**src/hdl/multichannel_adc_key_debounce_macros.svh**
```systemverilog
// Assertion macros for the multichannel ADC key debounce block
`ifndef MULTICHANNEL_ADC_KEY_DEBOUNCE_MACROS_SVH
`define MULTICHANNEL_ADC_KEY_DEBOUNCE_MACROS_SVH

// same-cycle implication, quiet during reset
`define MKDB_ASSERT_NOW(label, clk, rst, ante, cons) \
   label: assert property (@(posedge clk) disable iff (rst) (ante) |-> (cons)) \
      else $error("mkdb check failed");

// next-cycle implication, quiet during reset
`define MKDB_ASSERT_NEXT(label, clk, rst, ante, cons) \
   label: assert property (@(posedge clk) disable iff (rst) (ante) |=> (cons)) \
      else $error("mkdb check failed");

`endif

```
**src/hdl/mkdb_pkg.sv**
```systemverilog
// Shared types, constants and helpers for the multichannel ADC key debounce
`timescale 1ns / 1ps

package mkdb_pkg;

   localparam int CHANNELS_DEFAULT = 7;
   localparam int CHANNEL_W        = 3;
   localparam int SAMPLE_W         = 12;
   localparam int COUNT_W          = 4;
   localparam int CSR_DATA_W       = 12;

   localparam logic [SAMPLE_W-1:0] LOW_THRESHOLD_RESET   = 12'd2700;
   localparam logic [SAMPLE_W-1:0] VALID_THRESHOLD_RESET = 12'd3700;
   localparam logic [COUNT_W-1:0]  PRESS_COUNT_RESET     = 4'd2;
   localparam logic [COUNT_W-1:0]  RELEASE_COUNT_RESET   = 4'd2;

   typedef enum logic [1:0] {
      CSR_LOW_THRESHOLD   = 2'd0,
      CSR_VALID_THRESHOLD = 2'd1,
      CSR_PRESS_COUNT     = 2'd2,
      CSR_RELEASE_COUNT   = 2'd3
   } csr_index_type;

   typedef struct packed {
      logic [CHANNEL_W-1:0] channel;
      logic [SAMPLE_W-1:0]  sample;
   } req_type;

   typedef struct packed {
      logic [CHANNEL_W-1:0] channel_out;
      logic                 pressed;
      logic                 press_event;
      logic                 release_event;
      logic                 ignored;
   } rsp_type;

   // per-channel debounce state as held in the state memory
   typedef struct packed {
      logic               key_state;
      logic [COUNT_W-1:0] press_counter;
      logic [COUNT_W-1:0] release_counter;
   } entry_type;

   typedef struct packed {
      logic [SAMPLE_W-1:0] low_threshold;
      logic [SAMPLE_W-1:0] valid_threshold;
      logic [COUNT_W-1:0]  press_count;
      logic [COUNT_W-1:0]  release_count;
   } cfg_type;

   function automatic logic chan_in_range(logic [CHANNEL_W-1:0] ch, int channels);
      return int'(ch) < channels;
   endfunction

endpackage

```
**src/hdl/mkdb_state_mem.sv**
```systemverilog
// Per-channel state memory with valid bits and write-to-read forwarding
`timescale 1ns / 1ps

module mkdb_state_mem #(
   parameter int CHANNELS = mkdb_pkg::CHANNELS_DEFAULT,
   parameter int IDX_W    = (CHANNELS > 1) ? $clog2(CHANNELS) : 1
) (
   input  logic                 clock,
   input  logic                 reset,
   input  logic                 rd_en,
   input  logic [IDX_W-1:0]     rd_addr,
   input  logic                 wr_en,
   input  logic [IDX_W-1:0]     wr_addr,
   input  mkdb_pkg::entry_type  wr_data,
   output mkdb_pkg::entry_type  rd_data
);

   mkdb_pkg::entry_type mem [CHANNELS];
   mkdb_pkg::entry_type mem_q_ff;
   mkdb_pkg::entry_type fwd_data_ff;
   logic [CHANNELS-1:0] valid_ff;
   logic                rd_valid_ff;
   logic                fwd_hit_ff;

   always_ff @(posedge clock) begin
      if (wr_en) begin
         mem[wr_addr] <= wr_data;
      end
      if (rd_en) begin
         mem_q_ff    <= mem[rd_addr];
         fwd_data_ff <= wr_data;
      end
   end

   // entries never written read as zero (released, counters clear)
   always_ff @(posedge clock) begin
      if (reset) begin
         valid_ff    <= '0;
         rd_valid_ff <= 1'b0;
         fwd_hit_ff  <= 1'b0;
      end else begin
         if (wr_en) begin
            valid_ff[wr_addr] <= 1'b1;
         end
         if (rd_en) begin
            rd_valid_ff <= valid_ff[rd_addr];
            fwd_hit_ff  <= wr_en && (wr_addr == rd_addr);
         end
      end
   end

   always_comb begin
      if (fwd_hit_ff) begin
         rd_data = fwd_data_ff;
      end else if (rd_valid_ff) begin
         rd_data = mem_q_ff;
      end else begin
         rd_data = '0;
      end
   end

endmodule

```
**src/hdl/mkdb_update.sv**
```systemverilog
// Debounce decision: classifies a sample and computes the new channel state
`timescale 1ns / 1ps

module mkdb_update #(
   parameter int CHANNELS = mkdb_pkg::CHANNELS_DEFAULT
) (
   input  mkdb_pkg::req_type    req,
   input  mkdb_pkg::entry_type  cur,
   input  mkdb_pkg::cfg_type    cfg,
   output logic                 wr_en,
   output mkdb_pkg::entry_type  nxt,
   output mkdb_pkg::rsp_type    rsp
);

   logic                          in_range;
   logic                          is_low;
   logic                          is_mid;
   logic [mkdb_pkg::COUNT_W-1:0]  pcnt;
   logic [mkdb_pkg::COUNT_W-1:0]  rcnt;

   always_comb begin
      in_range = mkdb_pkg::chan_in_range(req.channel, CHANNELS);
      is_low   = req.sample < cfg.low_threshold;
      is_mid   = !is_low && (req.sample <= cfg.valid_threshold);

      // counters saturate at their target
      pcnt = (cur.press_counter < cfg.press_count) ?
             cur.press_counter + 4'd1 : cur.press_counter;
      rcnt = (cur.release_counter < cfg.release_count) ?
             cur.release_counter + 4'd1 : cur.release_counter;

      nxt               = cur;
      rsp.channel_out   = req.channel;
      rsp.press_event   = 1'b0;
      rsp.release_event = 1'b0;
      rsp.ignored       = 1'b0;

      if (!in_range) begin
         rsp.ignored = 1'b1;
      end else if (is_low) begin
         if (!cur.key_state) begin
            nxt.press_counter = pcnt;
            if (pcnt >= cfg.press_count) begin
               nxt.key_state       = 1'b1;
               nxt.release_counter = '0;
               rsp.press_event     = 1'b1;
            end
         end else begin
            nxt.release_counter = '0;
         end
      end else if (is_mid) begin
         if (cur.key_state) begin
            nxt.release_counter = rcnt;
            if (rcnt >= cfg.release_count) begin
               nxt.key_state     = 1'b0;
               nxt.press_counter = '0;
               rsp.release_event = 1'b1;
            end
         end else begin
            nxt.press_counter = '0;
         end
      end else begin
         rsp.ignored = 1'b1;
      end

      rsp.pressed = in_range && nxt.key_state;
      wr_en       = in_range;
   end

endmodule

```
**src/hdl/multichannel_adc_key_debounce.sv**
```systemverilog
// Top level of the multichannel ADC key debounce block
`timescale 1ns / 1ps
`include "multichannel_adc_key_debounce_macros.svh"

// Channel   | Dir | Ports                          | Moves
// ----------+-----+--------------------------------+------------------------------
// request   | in  | req_valid, req_stall, req_data | channel + 12-bit sample
// response  | out | rsp_valid, rsp_stall, rsp_data | state, events, ignored flag
// csr       | in  | csr_wr_en, csr_index, csr_wdata| thresholds and debounce counts
//
// One request per cycle sustained unless the response stalls; the state memory is read
// as a request is taken, then update and write-back fill the response register.
// Same-channel requests back to back are handled by forwarding the write-back.
// Reset clears the valid bits of all state entries together; no clearing pass.
// A stalled response holds; the update stage behind it takes one more request
// before req_stall rises.

module multichannel_adc_key_debounce #(
   parameter int CHANNELS = mkdb_pkg::CHANNELS_DEFAULT
) (
   input  logic                              clock,
   input  logic                              reset,
   input  logic                              req_valid,
   output logic                              req_stall,
   input  mkdb_pkg::req_type                 req_data,
   output logic                              rsp_valid,
   input  logic                              rsp_stall,
   output mkdb_pkg::rsp_type                 rsp_data,
   input  logic                              csr_wr_en,
   input  mkdb_pkg::csr_index_type           csr_index,
   input  logic [mkdb_pkg::CSR_DATA_W-1:0]   csr_wdata
);

   localparam int IDX_W = (CHANNELS > 1) ? $clog2(CHANNELS) : 1;

   // configuration registers
   mkdb_pkg::cfg_type   cfg_ff;

   // update stage: request waiting on its memory read data
   logic                s1_valid_ff;
   logic                s1_valid_in;
   mkdb_pkg::req_type   s1_req_ff;

   // response register
   logic                rsp_valid_ff;
   logic                rsp_valid_in;
   mkdb_pkg::rsp_type   rsp_data_ff;

   logic                accept;
   logic                out_free;
   logic                advance;
   logic                rd_en;
   logic                wr_en;
   logic                upd_wr_en;
   mkdb_pkg::entry_type cur_entry;
   mkdb_pkg::entry_type nxt_entry;
   mkdb_pkg::rsp_type   upd_rsp;

   assign out_free  = !rsp_valid_ff || !rsp_stall;
   assign advance   = s1_valid_ff && out_free;
   assign req_stall = reset || (s1_valid_ff && !out_free);
   assign accept    = req_valid && !req_stall;

   // out-of-range channels never touch the memory
   assign rd_en = accept && mkdb_pkg::chan_in_range(req_data.channel, CHANNELS);
   assign wr_en = advance && upd_wr_en;

   always_ff @(posedge clock) begin
      if (reset) begin
         cfg_ff.low_threshold   <= mkdb_pkg::LOW_THRESHOLD_RESET;
         cfg_ff.valid_threshold <= mkdb_pkg::VALID_THRESHOLD_RESET;
         cfg_ff.press_count     <= mkdb_pkg::PRESS_COUNT_RESET;
         cfg_ff.release_count   <= mkdb_pkg::RELEASE_COUNT_RESET;
      end else if (csr_wr_en) begin
         unique case (csr_index)
            mkdb_pkg::CSR_LOW_THRESHOLD: begin
               cfg_ff.low_threshold <= csr_wdata;
            end
            mkdb_pkg::CSR_VALID_THRESHOLD: begin
               cfg_ff.valid_threshold <= csr_wdata;
            end
            mkdb_pkg::CSR_PRESS_COUNT: begin
               cfg_ff.press_count <= csr_wdata[mkdb_pkg::COUNT_W-1:0];
            end
            mkdb_pkg::CSR_RELEASE_COUNT: begin
               cfg_ff.release_count <= csr_wdata[mkdb_pkg::COUNT_W-1:0];
            end
            default: begin
            end
         endcase
      end
   end

   always_comb begin
      if (accept) begin
         s1_valid_in = 1'b1;
      end else if (advance) begin
         s1_valid_in = 1'b0;
      end else begin
         s1_valid_in = s1_valid_ff;
      end

      if (advance) begin
         rsp_valid_in = 1'b1;
      end else if (rsp_valid_ff && !rsp_stall) begin
         rsp_valid_in = 1'b0;
      end else begin
         rsp_valid_in = rsp_valid_ff;
      end
   end

   always_ff @(posedge clock) begin
      if (reset) begin
         s1_valid_ff  <= 1'b0;
         rsp_valid_ff <= 1'b0;
      end else begin
         s1_valid_ff  <= s1_valid_in;
         rsp_valid_ff <= rsp_valid_in;
      end
   end

   always_ff @(posedge clock) begin
      if (accept) begin
         s1_req_ff <= req_data;
      end
      if (advance) begin
         rsp_data_ff <= upd_rsp;
      end
   end

   mkdb_state_mem #(
      .CHANNELS (CHANNELS),
      .IDX_W    (IDX_W)
   ) u_state_mem (
      .clock   (clock),
      .reset   (reset),
      .rd_en   (rd_en),
      .rd_addr (IDX_W'(req_data.channel)),
      .wr_en   (wr_en),
      .wr_addr (IDX_W'(s1_req_ff.channel)),
      .wr_data (nxt_entry),
      .rd_data (cur_entry)
   );

   mkdb_update #(
      .CHANNELS (CHANNELS)
   ) u_update (
      .req   (s1_req_ff),
      .cur   (cur_entry),
      .cfg   (cfg_ff),
      .wr_en (upd_wr_en),
      .nxt   (nxt_entry),
      .rsp   (upd_rsp)
   );

   assign rsp_valid = rsp_valid_ff;
   assign rsp_data  = rsp_data_ff;

   // an item leaving the update stage shows up as a response next cycle
   `MKDB_ASSERT_NEXT(a_advance_to_rsp, clock, reset, advance, rsp_valid)
   // a press event always leaves the channel pressed
   `MKDB_ASSERT_NOW(a_press_sets, clock, reset, rsp_valid && rsp_data.press_event,
                    rsp_data.pressed && !rsp_data.release_event)
   // a release event leaves it released, and such a response is never flagged ignored
   `MKDB_ASSERT_NOW(a_release_clears, clock, reset, rsp_valid && rsp_data.release_event,
                    !rsp_data.pressed && !rsp_data.ignored)

endmodule

```
**config.mk**
```make
export PLATFORM = sky130hd
export DESIGN_NAME = multichannel_adc_key_debounce
export DESIGN_NICKNAME = d
export VERILOG_FILES = /design/src/hdl/mkdb_pkg.sv /design/src/hdl/mkdb_state_mem.sv /design/src/hdl/mkdb_update.sv /design/src/hdl/multichannel_adc_key_debounce.sv
export VERILOG_INCLUDE_DIRS = /design/src /design/src/hdl
export SDC_FILE = /design/constraint.sdc
export NUM_CORES = 1
export LEC_CHECK = 0
export ABC_AREA = 1
export BUFFER_PORTS_ARGS = -buffer_cell sky130_fd_sc_hd__buf_4
export CORE_ASPECT_RATIO = 1.75
export CORE_MARGIN = 3
export CORE_UTILIZATION = 38
export DETAILED_ROUTE_END_ITERATION = 8
export SYNTH_ARGS = -nofsm -noshare
export SYNTH_HDL_FRONTEND = slang
export SYNTH_HIERARCHICAL = 1
export SYNTH_SLANG_ARGS = --single-unit
```
**constraint.sdc**
```tcl
create_clock -name clock -period 3.9 [get_ports clock]
set_input_delay 0.195 -clock clock [delete_from_list [all_inputs] [get_ports clock]]
set_output_delay 0.195 -clock clock [all_outputs]
set_load 0.005 [all_outputs]
```
==> metrics.cfg <==
[yosys]
syn_area_um2=7119
yosys_register_bits=146
synth_cell_types=37
yosysMostFrequentCell=nand2_1
netlist.top_cell.by_area=edfxtp_1
synthFlopType=edfxtp_1
synthTopCellsByArea=edfxtp_1, dfxtp_1, nand2_1
ys_warn_count=6
avgSynthCellArea_um2=9.282
synth_edf_count=103
synth_top_area_share_pct=43.44
synthArstFlopShare_pct=0
synth_cells=767
ys_seq_area_share_pct=55.54
synth_nets=840
synth_common_cells=nand2_1, edfxtp_1, inv_1

[clocking]
post_cts_buffers=0
htree_levels=4
clk_pin_slew_ns=0.06
cts-root-buf=clkbuf_16
cts_buffers=17
clockBufferDepth=2
numClockSinks=146
insertion_delay_ns=0.42
tritoncts=built

[power_and_ir_drop]
pwr-share-clk_pct=41.0
pwr-share-seq_pct=46.0
vdd_drop_max_uv=266.4
p_total_mw=3.879
switching_power_mw=0.9793
intPower_mw=2.900
p_comb_share_pct=13.0
p_leak_nw=3.771
powerDensity_nw_per_um2=465.7
swShare_pct=25.24

[sta]
setup_viol=0
hold_viol=0
tns_ns=0
rsz0062_at_grt=false
skew_ns=0.009385
drv_slew=0
max_slew_margin_pct=29.55
tightestPinTransition_ns=1.057
fmax_mhz=300.8
period_needed_ns=3.324
whs_ns=0.02178
finalCritPeriodShare_pct=85.24

[critical_path]
arrival_ns=3.53
start_kind=register
rr_worst_depth=15
crit_fanout=11
rr_startpoint=u_state_mem/fwd_hit_ff$_SDFFE_PP0P_
worstPathRequired_ns=4.11
regToRegSetupSlack_ns=0.58
critPathKind=reg -> reg
end_kind=register
r2r-end=u_state_mem/mem[4][1]$_DFFE_PP_

[placement]
dpl.cell_count=1020
gp_congestion=0.8534
place_hpwl_um=12110
io_buffers=42
placed_area_um2=7597

[layout]
final_cells=1066
syn_to_final_growth_pct=17.01
n_antenna_cell=0
fin_area_um2=8330
seqCellArea_um2=3955
drive_gt1_share_pct=13.34
nNetsFinal=892
multi_input_area_um2=2604
num-fill-cells=1812

[hold_path]
min_to=cfg_ff[31]$_SDFFE_PP1P_
hp-class=in -> reg
hold_depth=3
hold_path_startpoint=csr_wdata[11]

[floorplanning]
die_w_um=109.5
ios=43
core_area_um2=18220
start_util_pct=39.08
die-area_um2=20480
die_h_um=187.1
num_rows=65

[drt]
viasPerCell=5.008
wl_met1_um=6553
routedWlPerCell_um=16.18
drc=0
ant_nets=0
vias=5338
drt-total-wl_um=17250
route.met3.wl_um=673
drt_iter0_markers=276
wl_met2_um=9553
maxUsedRoutingLayer=met4
firstDrtPassIters=7

[grt]
antenna_found_initial=0
grt_max_degree=35
grt_pass1_vias=5230
gr-usage-all-layers_pct=17.65
grt_remaining_overflow=0
grt_pass1_wl_um=27120

[status]
status=complete, no violations

[job]
drv_cap=0

## routing by layer
layer | GRT usage, % | vias up
met4 | 7.009 | 0
met2 | 31.91 | 139
met1 | 19.45 | 2521
li1 | - | 2654
met5 | 0 | -
met3 | 4.007 | 24
## layout make-up
type                       instances  area share, %
clock buffer                      19          5.437
clock inverter                    13          1.622
inverter                         101          4.596
multi-input combinational        490          31.26
sequential                       146          47.48
tap                              234          3.515
timing repair buffer              63          6.098
## cell families (layout without fill, tap and decap cells)
| logic type | count (synthesis) | in the layout | share of synthesized area [%] |
|---|---|---|---|
| xor gates and xnor gates | 8 | 8 | 0.9842 |
| AOI/OAI and AO/OA | 72 | 72 | 5.835 |
| and+or+nand+nor | 371 | 371 | 22.90 |
| DFF | 146 | 146 | 55.54 |
| adders and majority gates | 39 | 39 | 6.854 |
| buffers and inverters | 131 | 196 | 7.891 |
## power by group through the flow
stage / clock [mW] / sequential [mW] / combinational (mW)
finish: 1.59 / 1.78 / 0.505
global route: 1.69 / 1.79 / 0.574
CTS: 1.62 / 1.78 / 0.507
detailed placement: 0 / 1.82 / 0.495
global placement: 0 / 1.82 / 0.487
floorplan: 0 / 1.80 / 0.345
## through the flow
step           util (%)  setup slack, ns
5_1_grt           45.73           0.1919
3_5_place_dp      41.70           0.3852
6_report          45.73           0.5757
3_3_place_gp      41.70           0.5302
4_1_cts           45.70           0.3734
2_1_floorplan         -            1.065
## registers in the layout, indices dropped and copies added, names as in the netlist, 7 cells and up
| signal | cells |
|---|---|
| u_state_mem/valid_ff | 7 |
| rsp_data | 7 |
| u_state_mem/mem_q_ff | 9 |
| u_state_mem/fwd_data_ff | 9 |
| u_state_mem/mem | 63 |
| s1_req_ff | 15 |
| cfg_ff | 32 |
## layout by cell type (no fill, tap or decap), types with 14 or more instances in the layout
master | synthesis | final
clkbuf_16 | 0 | 17
nor2_1 | 69 | 69
nand2_1 | 189 | 189
nand4_1 | 14 | 14
o21ai_0 | 19 | 19
buf_4 | 6 | 49
edfxtp_1 | 103 | 103
ha_1 | 39 | 39
dlygate4sd3_1 | 0 | 14
nand3_1 | 77 | 77
inv_1 | 86 | 86
dfxtp_1 | 43 | 42
a21oi_1 | 23 | 23
## worst max-delay path: stages, from the launching register on
cell        delay, ns
dfxtp_2          0.45
clkinvlp_4       0.21
nand3_1          0.10
nand2_1          0.15
ha_1             0.33
a21boi_1         0.13
o21bai_1         0.19
nand2_2          0.13
o21ai_1          0.18
inv_1            0.06
ha_1             0.30
a21oi_1          0.18
nand4_1          0.19
nand2_2          0.15
nand3_1          0.08
nand2_1          0.26
## what timing repair did
action,4_1_cts,5_1_grt
endpoints found under the hold margin,14,0
setup endpoints to repair,0,16
resized for setup,0,2
hold buffers,14,0
## worst max-delay path by stage
stage / endpoint / start / slack (ns)
final: u_state_mem/mem[4][1]$_DFFE_PP_ / u_state_mem/fwd_hit_ff$_SDFFE_PP0P_ / 0.58
after global routing: u_state_mem/mem[4][8]$_DFFE_PP_ / u_state_mem/fwd_hit_ff$_SDFFE_PP0P_ / 0.19
after CTS: u_state_mem/mem[6][3]$_DFFE_PP_ / u_state_mem/fwd_hit_ff$_SDFFE_PP0P_ / 0.37
after detailed placement: u_state_mem/mem[1][8]$_DFFE_PP_ / u_state_mem/fwd_hit_ff$_SDFFE_PP0P_ / 0.39
after global placement: u_state_mem/mem[0][3]$_DFFE_PP_ / u_state_mem/fwd_hit_ff$_SDFFE_PP0P_ / 0.53
after floorplan: u_state_mem/fwd_data_ff[8]$_DFFE_PP_ / u_state_mem/rd_valid_ff$_SDFFE_PP0P_ / 1.06
No activity file was read; power rests on OpenSTA's default activity.
